<file path="src/hw/rtl/kbt_pkg.sv">
// Shared types and constants for the keyed block transposition core.
package kbt_pkg;

	localparam int CFG_WIDTH = 24;
	localparam int KEY_SLOTS = 8;
	localparam int KEY_BITS  = 3;

	typedef enum logic [2:0] {
		CFG_MODE        = 3'd0,
		CFG_BLOCK_LEN   = 3'd1,
		CFG_KEY_WORD    = 3'd2,
		CFG_PAD_CHAR    = 3'd3,
		CFG_STRIP_COUNT = 3'd4
	} cfg_idx_t;

	localparam logic        MODE_ENCRYPT    = 1'b0;
	localparam logic        MODE_DECRYPT    = 1'b1;
	localparam logic [3:0]  RST_BLOCK_LEN   = 4'd5;
	localparam logic [23:0] RST_KEY_WORD    = 24'd6338;
	localparam logic [7:0]  RST_PAD_CHAR    = 8'd122;
	localparam logic [3:0]  RST_STRIP_COUNT = 4'd0;

	typedef enum logic [1:0] {
		ST_FILL = 2'b01,
		ST_EMIT = 2'b10
	} state_t;

	typedef struct packed {
		logic [7:0] char_in;
		logic       last_in;
	} in_item_t;

	typedef struct packed {
		logic [7:0] char_out;
		logic       last_out;
	} out_item_t;

	typedef logic [KEY_SLOTS-1:0][KEY_BITS-1:0] key_tab_t;

endpackage

</file>
<file path="src/hw/rtl/kbt_inv_key.sv">
// Registered inverse-permutation table built from the key by rank ordering.
module kbt_inv_key (
	input  logic                 clk,
	input  logic [23:0]          key_word,
	input  logic [3:0]           grp_len,
	output kbt_pkg::key_tab_t    inv_q
);
	import kbt_pkg::*;

	logic [KEY_SLOTS-1:0][3:0] rank;
	key_tab_t                  inv_d;

	always_comb begin
		for (int i = 0; i < KEY_SLOTS; i++) begin
			rank[i] = 4'd0;
			for (int j = 0; j < KEY_SLOTS; j++) begin
				if (4'(j) < grp_len &&
				    (key_word[KEY_BITS*j +: KEY_BITS] < key_word[KEY_BITS*i +: KEY_BITS] ||
				     (key_word[KEY_BITS*j +: KEY_BITS] == key_word[KEY_BITS*i +: KEY_BITS]
				      && j < i))) begin
					rank[i] = rank[i] + 4'd1;
				end
			end
		end
		for (int m = 0; m < KEY_SLOTS; m++) begin
			inv_d[m] = '0;
			for (int i = 0; i < KEY_SLOTS; i++) begin
				if (4'(i) < grp_len && rank[i] == 4'(m)) begin
					inv_d[m] = KEY_BITS'(i);
				end
			end
		end
	end

	always_ff @(posedge clk) begin
		inv_q <= inv_d;
	end

endmodule

</file>
<file path="src/hw/rtl/keyed_block_transposition_core.sv">
// Keyed block transposition core: group buffer memory, emit sequencer and output register.
// Characters are taken one per cycle while a group is being collected; each one is
// written into the group memory. When a group fills, or the final character arrives,
// input stalls and the group is sent out in key order: each result is read from the
// synchronous memory, then loaded into the output register; the next read waits for that
// load and for the output register to be free or being taken. An encrypt message ending
// on a group boundary gets a full pad group. Encrypt pads the final group with pad_char;
// decrypt pads a partial final group and drops its last strip_count results. Results
// already in the output register drain while the next group is collected.
module keyed_block_transposition_core #(
	parameter int MAX_GROUP = 8
) (
	input  logic                        clk,
	input  logic                        arst_n,
	input  logic                        in_valid,
	output logic                        in_ready,
	input  kbt_pkg::in_item_t           in_data,
	output logic                        out_valid,
	input  logic                        out_ready,
	output kbt_pkg::out_item_t          out_data,
	input  logic                        cfg_we,
	input  logic [2:0]                  cfg_index,
	input  logic [kbt_pkg::CFG_WIDTH-1:0] cfg_wdata
);
	import kbt_pkg::*;

	localparam int LIM = (MAX_GROUP < 8) ? MAX_GROUP : 8;
	localparam int AW  = $clog2(MAX_GROUP);

	logic        mode_q;
	logic [3:0]  block_len_q;
	logic [23:0] key_word_q;
	logic [7:0]  pad_char_q;
	logic [3:0]  strip_count_q;

	state_t      state_q;
	logic [3:0]  fill_q;
	logic [3:0]  filled_q;
	logic [4:0]  total_q;
	logic [4:0]  cnt_q;
	logic        final_q;

	logic        s1_valid_s1;
	logic        s1_pad_s1;
	logic        s1_last_s1;
	logic [7:0]  rd_q;
	logic        out_valid_q;
	out_item_t   out_q;

	logic [7:0]  mem [MAX_GROUP];

	key_tab_t    inv_q;
	logic [3:0]  grp_len;
	logic [3:0]  fill_eff;
	logic [3:0]  new_fill;
	logic [3:0]  drop;
	logic [3:0]  keep_fin;
	logic        full;
	logic        accept;
	logic        start;
	logic [4:0]  emit_total;
	logic        issue;
	logic        second;
	logic [2:0]  pos;
	logic [2:0]  src;
	logic        pad;

	always_comb begin
		if (block_len_q == 4'd0) begin
			grp_len = 4'd1;
		end else if (block_len_q > 4'(LIM)) begin
			grp_len = 4'(LIM);
		end else begin
			grp_len = block_len_q;
		end
	end

	kbt_inv_key u_inv (
		.clk      (clk),
		.key_word (key_word_q),
		.grp_len  (grp_len),
		.inv_q    (inv_q)
	);

	always_ff @(posedge clk or negedge arst_n) begin
		if (!arst_n) begin
			mode_q        <= MODE_ENCRYPT;
			block_len_q   <= RST_BLOCK_LEN;
			key_word_q    <= RST_KEY_WORD;
			pad_char_q    <= RST_PAD_CHAR;
			strip_count_q <= RST_STRIP_COUNT;
		end else if (cfg_we) begin
			case (cfg_idx_t'(cfg_index))
				CFG_MODE:        mode_q        <= cfg_wdata[0];
				CFG_BLOCK_LEN:   block_len_q   <= cfg_wdata[3:0];
				CFG_KEY_WORD:    key_word_q    <= cfg_wdata[23:0];
				CFG_PAD_CHAR:    pad_char_q    <= cfg_wdata[7:0];
				CFG_STRIP_COUNT: strip_count_q <= cfg_wdata[3:0];
				default: ;
			endcase
		end
	end

	assign in_ready = (state_q == ST_FILL);
	assign accept   = in_valid && in_ready;
	assign fill_eff = (fill_q >= grp_len) ? 4'd0 : fill_q;
	assign new_fill = fill_eff + 4'd1;
	assign full     = (new_fill >= grp_len);
	assign drop     = (mode_q != MODE_DECRYPT) ? 4'd0 :
	                  (strip_count_q > grp_len) ? grp_len : strip_count_q;
	assign keep_fin = grp_len - drop;

	always_comb begin
		if (!in_data.last_in) begin
			emit_total = full ? {1'b0, grp_len} : 5'd0;
		end else if (full && mode_q == MODE_ENCRYPT) begin
			emit_total = {grp_len, 1'b0};
		end else begin
			emit_total = {1'b0, keep_fin};
		end
	end

	assign start = accept && (emit_total != 5'd0);

	always_ff @(posedge clk) begin
		if (accept) begin
			mem[AW'(fill_eff)] <= in_data.char_in;
		end
	end

	assign second = (cnt_q >= {1'b0, grp_len});
	assign pos    = cnt_q[2:0];
	assign src    = (mode_q == MODE_DECRYPT) ? inv_q[pos] : key_word_q[KEY_BITS*pos +: KEY_BITS];
	assign pad    = second || ({1'b0, src} >= filled_q);
	assign issue  = (state_q == ST_EMIT) && !s1_valid_s1 && (!out_valid_q || out_ready);

	always_ff @(posedge clk or negedge arst_n) begin
		if (!arst_n) begin
			state_q  <= ST_FILL;
			fill_q   <= 4'd0;
			filled_q <= 4'd0;
			total_q  <= 5'd0;
			cnt_q    <= 5'd0;
			final_q  <= 1'b0;
		end else begin
			case (state_q)
				ST_FILL: begin
					if (accept) begin
						if (full || in_data.last_in) begin
							fill_q   <= 4'd0;
							filled_q <= full ? grp_len : new_fill;
							final_q  <= in_data.last_in;
							total_q  <= emit_total;
							cnt_q    <= 5'd0;
						end else begin
							fill_q <= new_fill;
						end
						if (start) begin
							state_q <= ST_EMIT;
						end
					end
				end
				ST_EMIT: begin
					if (issue) begin
						cnt_q <= cnt_q + 5'd1;
						if (cnt_q + 5'd1 == total_q) begin
							state_q <= ST_FILL;
						end
					end
				end
				default: state_q <= ST_FILL;
			endcase
		end
	end

	always_ff @(posedge clk or negedge arst_n) begin
		if (!arst_n) begin
			s1_valid_s1 <= 1'b0;
		end else begin
			s1_valid_s1 <= issue;
		end
	end

	always_ff @(posedge clk) begin
		if (issue) begin
			rd_q       <= mem[AW'(src)];
			s1_pad_s1  <= pad;
			s1_last_s1 <= final_q && (cnt_q + 5'd1 == total_q);
		end
	end

	always_ff @(posedge clk or negedge arst_n) begin
		if (!arst_n) begin
			out_valid_q <= 1'b0;
		end else if (s1_valid_s1) begin
			out_valid_q <= 1'b1;
		end else if (out_ready) begin
			out_valid_q <= 1'b0;
		end
	end

	always_ff @(posedge clk) begin
		if (s1_valid_s1) begin
			out_q.char_out <= s1_pad_s1 ? pad_char_q : rd_q;
			out_q.last_out <= s1_last_s1;
		end
	end

	assign out_valid = out_valid_q;
	assign out_data  = out_q;

endmodule

</file>
<file path="config.mk">
export PLATFORM = sky130hd
export DESIGN_NAME = keyed_block_transposition_core
export DESIGN_NICKNAME = d
export VERILOG_FILES = /design/src/hw/rtl/kbt_pkg.sv /design/src/hw/rtl/kbt_inv_key.sv /design/src/hw/rtl/keyed_block_transposition_core.sv
export SDC_FILE = /design/constraint.sdc
export NUM_CORES = 1
export LEC_CHECK = 0
export BUFFER_PORTS_ARGS = -buffer_cell sky130_fd_sc_hd__buf_2
export CORE_MARGIN = 5
export CORE_UTILIZATION = 46
export DETAILED_ROUTE_END_ITERATION = 6
export MAX_ROUTING_LAYER = met4
export PLACE_DENSITY = 0.59
export SYNTH_ARGS = -nofsm -noshare
export SYNTH_HDL_FRONTEND = slang
export SYNTH_SLANG_ARGS = --single-unit
</file>
<file path="constraint.sdc">
create_clock -name clk -period 10.1 [get_ports clk]
set_input_delay 1.515 -clock clk [delete_from_list [all_inputs] [get_ports clk]]
set_output_delay 1.515 -clock clk [all_outputs]
set_load 0.03 [all_outputs]
</file>
==> key figures <==
Synth
  – Most numerous cell in the Yosys netlist: nand2_1
  – Synth cell types: slightly below 100
  – Mapped cell area: 13550 sq um
  – Post-synthesis adder-cell area fraction: 14.00%
  – Mux contribution to synthesized area: 9.172%
  – Synth Flop Type: edfxtp_1
  – Ys Warns: 0
  – Post-synth top area share: between 10% and 20%
  – Synth Register Bits: between 150 and 200
  – Post-synth EDFFs: 83
  – Sequential area share after synthesis: 33.89%
  – Synth Area in Simple Gates: 17.92%
  – Synthesized Nets: 1578
  – Ranking of synthesized cells by area: edfxtp_1, ha_1, dfrtp_1
  – Synth async-reset ratio: 37.43%
  – Compound-gate portion of the synthesized area: 14.95%
  – Top cells by count, synth: nand2_1, ha_1, nor2_1, o21ai_0, inv_1
  – Cell taking the most area after synthesis: edfxtp_1
  – Avg Cell Area, Syn: between 9 and 10 sq um
  – Main combinational cell family by area after synthesis: simple AND/OR/NAND/NOR gates
  – Synth Area in XOR/XNOR: 6.170%
  – Cells after synthesis: 1386

Setup path
  – Crit-path max cell delay: between 0.7 and 0.8 ns
  – Worst-path cell with the longest stage delay: a21oi_1
  – R2r setup slk: 3.85 ns
  – Most used cell, CP: a21o_1
  – Worst path arrival time: 6.63 ns
  – CP delay by family, top: compound AO/OA/AOI/OAI gates
  – CP Cell Sequence: buf_4 > inv_1 > nand2_1 > ha_1 > a21o_1 > a21o_1 > a21oi_1 > and2_1 > ha_1 > ha_1 > a21o_1 > a21o_1 > a21oi_1 > nor2_1 > mux2_2 > nand2_1 > o21ai_0 > or4_1 > a21oi_1 > a21o_1
  – CP required: ~10 ns
  – CP bufs+invs: 2
  – CP Launch Type: flop
  – Endpoint type of the worst setup path: flop
  – Critical path fanouts, max: 21
  – CP Class: flop to flop

Status
  – Status: finished clean

Timing
  – Final Hold Viols: 0
  – Period utilization: roughly three fifths
  – Final worst hold slack: around 0.43 ns
  – Highest clock rate: around 0.16 GHz
  – Clk_skew: 0.01456 ns
  – Worst slew margin: approximately 28%
  – # setup viols final: 0
  – Post-layout minimum cycle time: 6.255 ns
  – Slew @ Worst Pin: 1.076 ns
  – Post-Route Setup TNS: 0 ns
  – RSZ-0062 raised after global routing: no
  – Max Transition Viols Final: 0

Route
  – Drt first pass iters: 5
  – Routed wire length: 38370 microns
  – Vias: roughly 11000
  – DRC: 0
  – Via density per instance: between 5 and 6
  – Post-DRT Antenna Nets: 0
  – Routed len/inst: 21.02 microns
  – DRT iter0 DRCs: 878

Cells and area
  – Ant diodes: 0
  – Final instance area: approximately 15000 sq um
  – Layout area overhead: 9.180%
  – Finished Layout Cells: 1826
  – Reg area: around 4600 sq um
  – Layout Nets: between 1500 and 2000
  – Multi-input gate area: 8457 sq um
  – Fillers: 2675
  – Layout cells sized above 1: 15.88%

Die
  – Rows: 62
  – Ports: 52
  – Core area: 28860 sq um
  – Initial Util: between 40 and 50%
  – DIE WIDTH: 181.6 microns
  – Die Area: 32980 sq um
  – Die H: around 180 microns

Global route
  – Antenna violations before repair: 0
  – GRT Util Overall: 23.57%
  – Largest net degree at the start of global routing: between 60 and 70
  – Vias in the first global route: a little over 10000
  – Gr ovfl total: 0
  – First-pass GRT wire length: a little under 60000 microns

Placement
  – Placed insts: 1794
  – Post-DP HPWL: between 20000 and 30000 microns
  – Placer Congestion: 0.9490
  – Area after DPL: 14210 sq um
  – Port bufs: 51

Clock tree
  – Post-CTS Hold Buffers: 0
  – TritonCTS buffer count: 17
  – Clock buffer depth: 2
  – Clock-pin slew on the worst setup and hold paths: 0.07 ns
  – Clk_lat worst skew: 0.44 ns
  – CTS root buffer: clkbuf_16
  – H-tree levels: 4
  – CTS tree: built
  – PostCTS Resize Cnt: 0
  – Setup bufs post-CTS: 0
  – Sink Count: 171

Hold path
  – HP Class: flop to flop

Run
  – Number of max-cap violations: 0
==> cells in the final DEF (no fill, tap or decap), types with 16 or more instances in the layout <==
| cell type | n |
|---|---|
| nand2b_1 | 25 |
| edfxtp_1 | 83 |
| o21ai_0 | 92 |
| nor3_1 | 16 |
| inv_1 | 91 |
| ha_1 | 150 |
| and2_1 | 18 |
| nand3_1 | 46 |
| xor2_1 | 26 |
| clkbuf_16 | 17 |
| a21oi_1 | 40 |
| a21o_1 | 25 |
| nand2_1 | 154 |
| mux4_2 | 31 |
| nor2_1 | 95 |
| buf_2 | 51 |
| dfxtp_1 | 24 |
| xnor2_1 | 35 |
| nor2b_1 | 33 |
| mux2_2 | 43 |
| dfrtp_1 | 51 |
| nand4_1 | 16 |
==> cell families after synthesis <==
group	after synthesis
and+or+nand+nor	485
AOI/OAI and AO/OA	294
DFF	171
adders and majority gates	151
buffers and inverters	130
muxes	80
xor gates and xnor gates	75
==> metal layers <==
| metal | GRT usage, % | share of wire, % | vias up | routed length, microns |
|---|---|---|---|---|
| met4 | 5.614 | 1.8 | 0 | 707 |
| met3 | 3.261 | 4.5 | 46 | 1742 |
| met5 | - | 0 | - | 0 |
| met2 | 36.76 | 46 | 257 | 17750 |
| li1 | - | - | 5161 | - |
| met1 | 32.81 | 47 | 5235 | 18180 |
==> area by class of cell <==
type	count	share of cell area, %
inverters	93	2.360
repair buffers	61	2.233
multi-input cells	1085	57.18
clock inverters	13	1.015
flip-flops and latches	171	31.04
clock buffers	19	2.927
well taps	384	3.248
==> state kept, by name, summed over array words and instances (netlist names), 5 cells and up <==
register	cells
u_inv.inv_q	24
out_data	9
rd_q	8
key_word_q	24
pad_char_q	8
total_q	5
mem	64
cnt_q	5
==> worst paths after layout <==
kind,end,depth (start not counted),startpoint
min in group asynchronous,final_q$_DFFE_PN0P_,2,arst_n
worst max-delay path,state_q[1]$_DFFE_PN0P_,20,block_len_q[3]$_DFFE_PN0P_
max in group asynchronous,s1_valid_s1$_DFF_PN0_,2,arst_n
worst min register to register,out_data[0]$_DFFE_PP_,0,s1_last_s1$_DFFE_PP_
worst min-delay path,out_data[0]$_DFFE_PP_,0,s1_last_s1$_DFFE_PP_
worst max register to register,state_q[1]$_DFFE_PN0P_,20,block_len_q[3]$_DFFE_PN0P_
==> metrics by stage <==
step | setup slack, ns | utilization, %
detailed placement | 3.932 | 49.23
global route | 3.407 | 51.25
CTS | 3.878 | 51.25
finish | 3.845 | 51.25
floorplan | 5.045 | -
global placement | 3.895 | 49.23
Power is left out: the tool's default activity adds up to more than one toggle a clock period on the data nets, which glitch-free logic cannot reach.
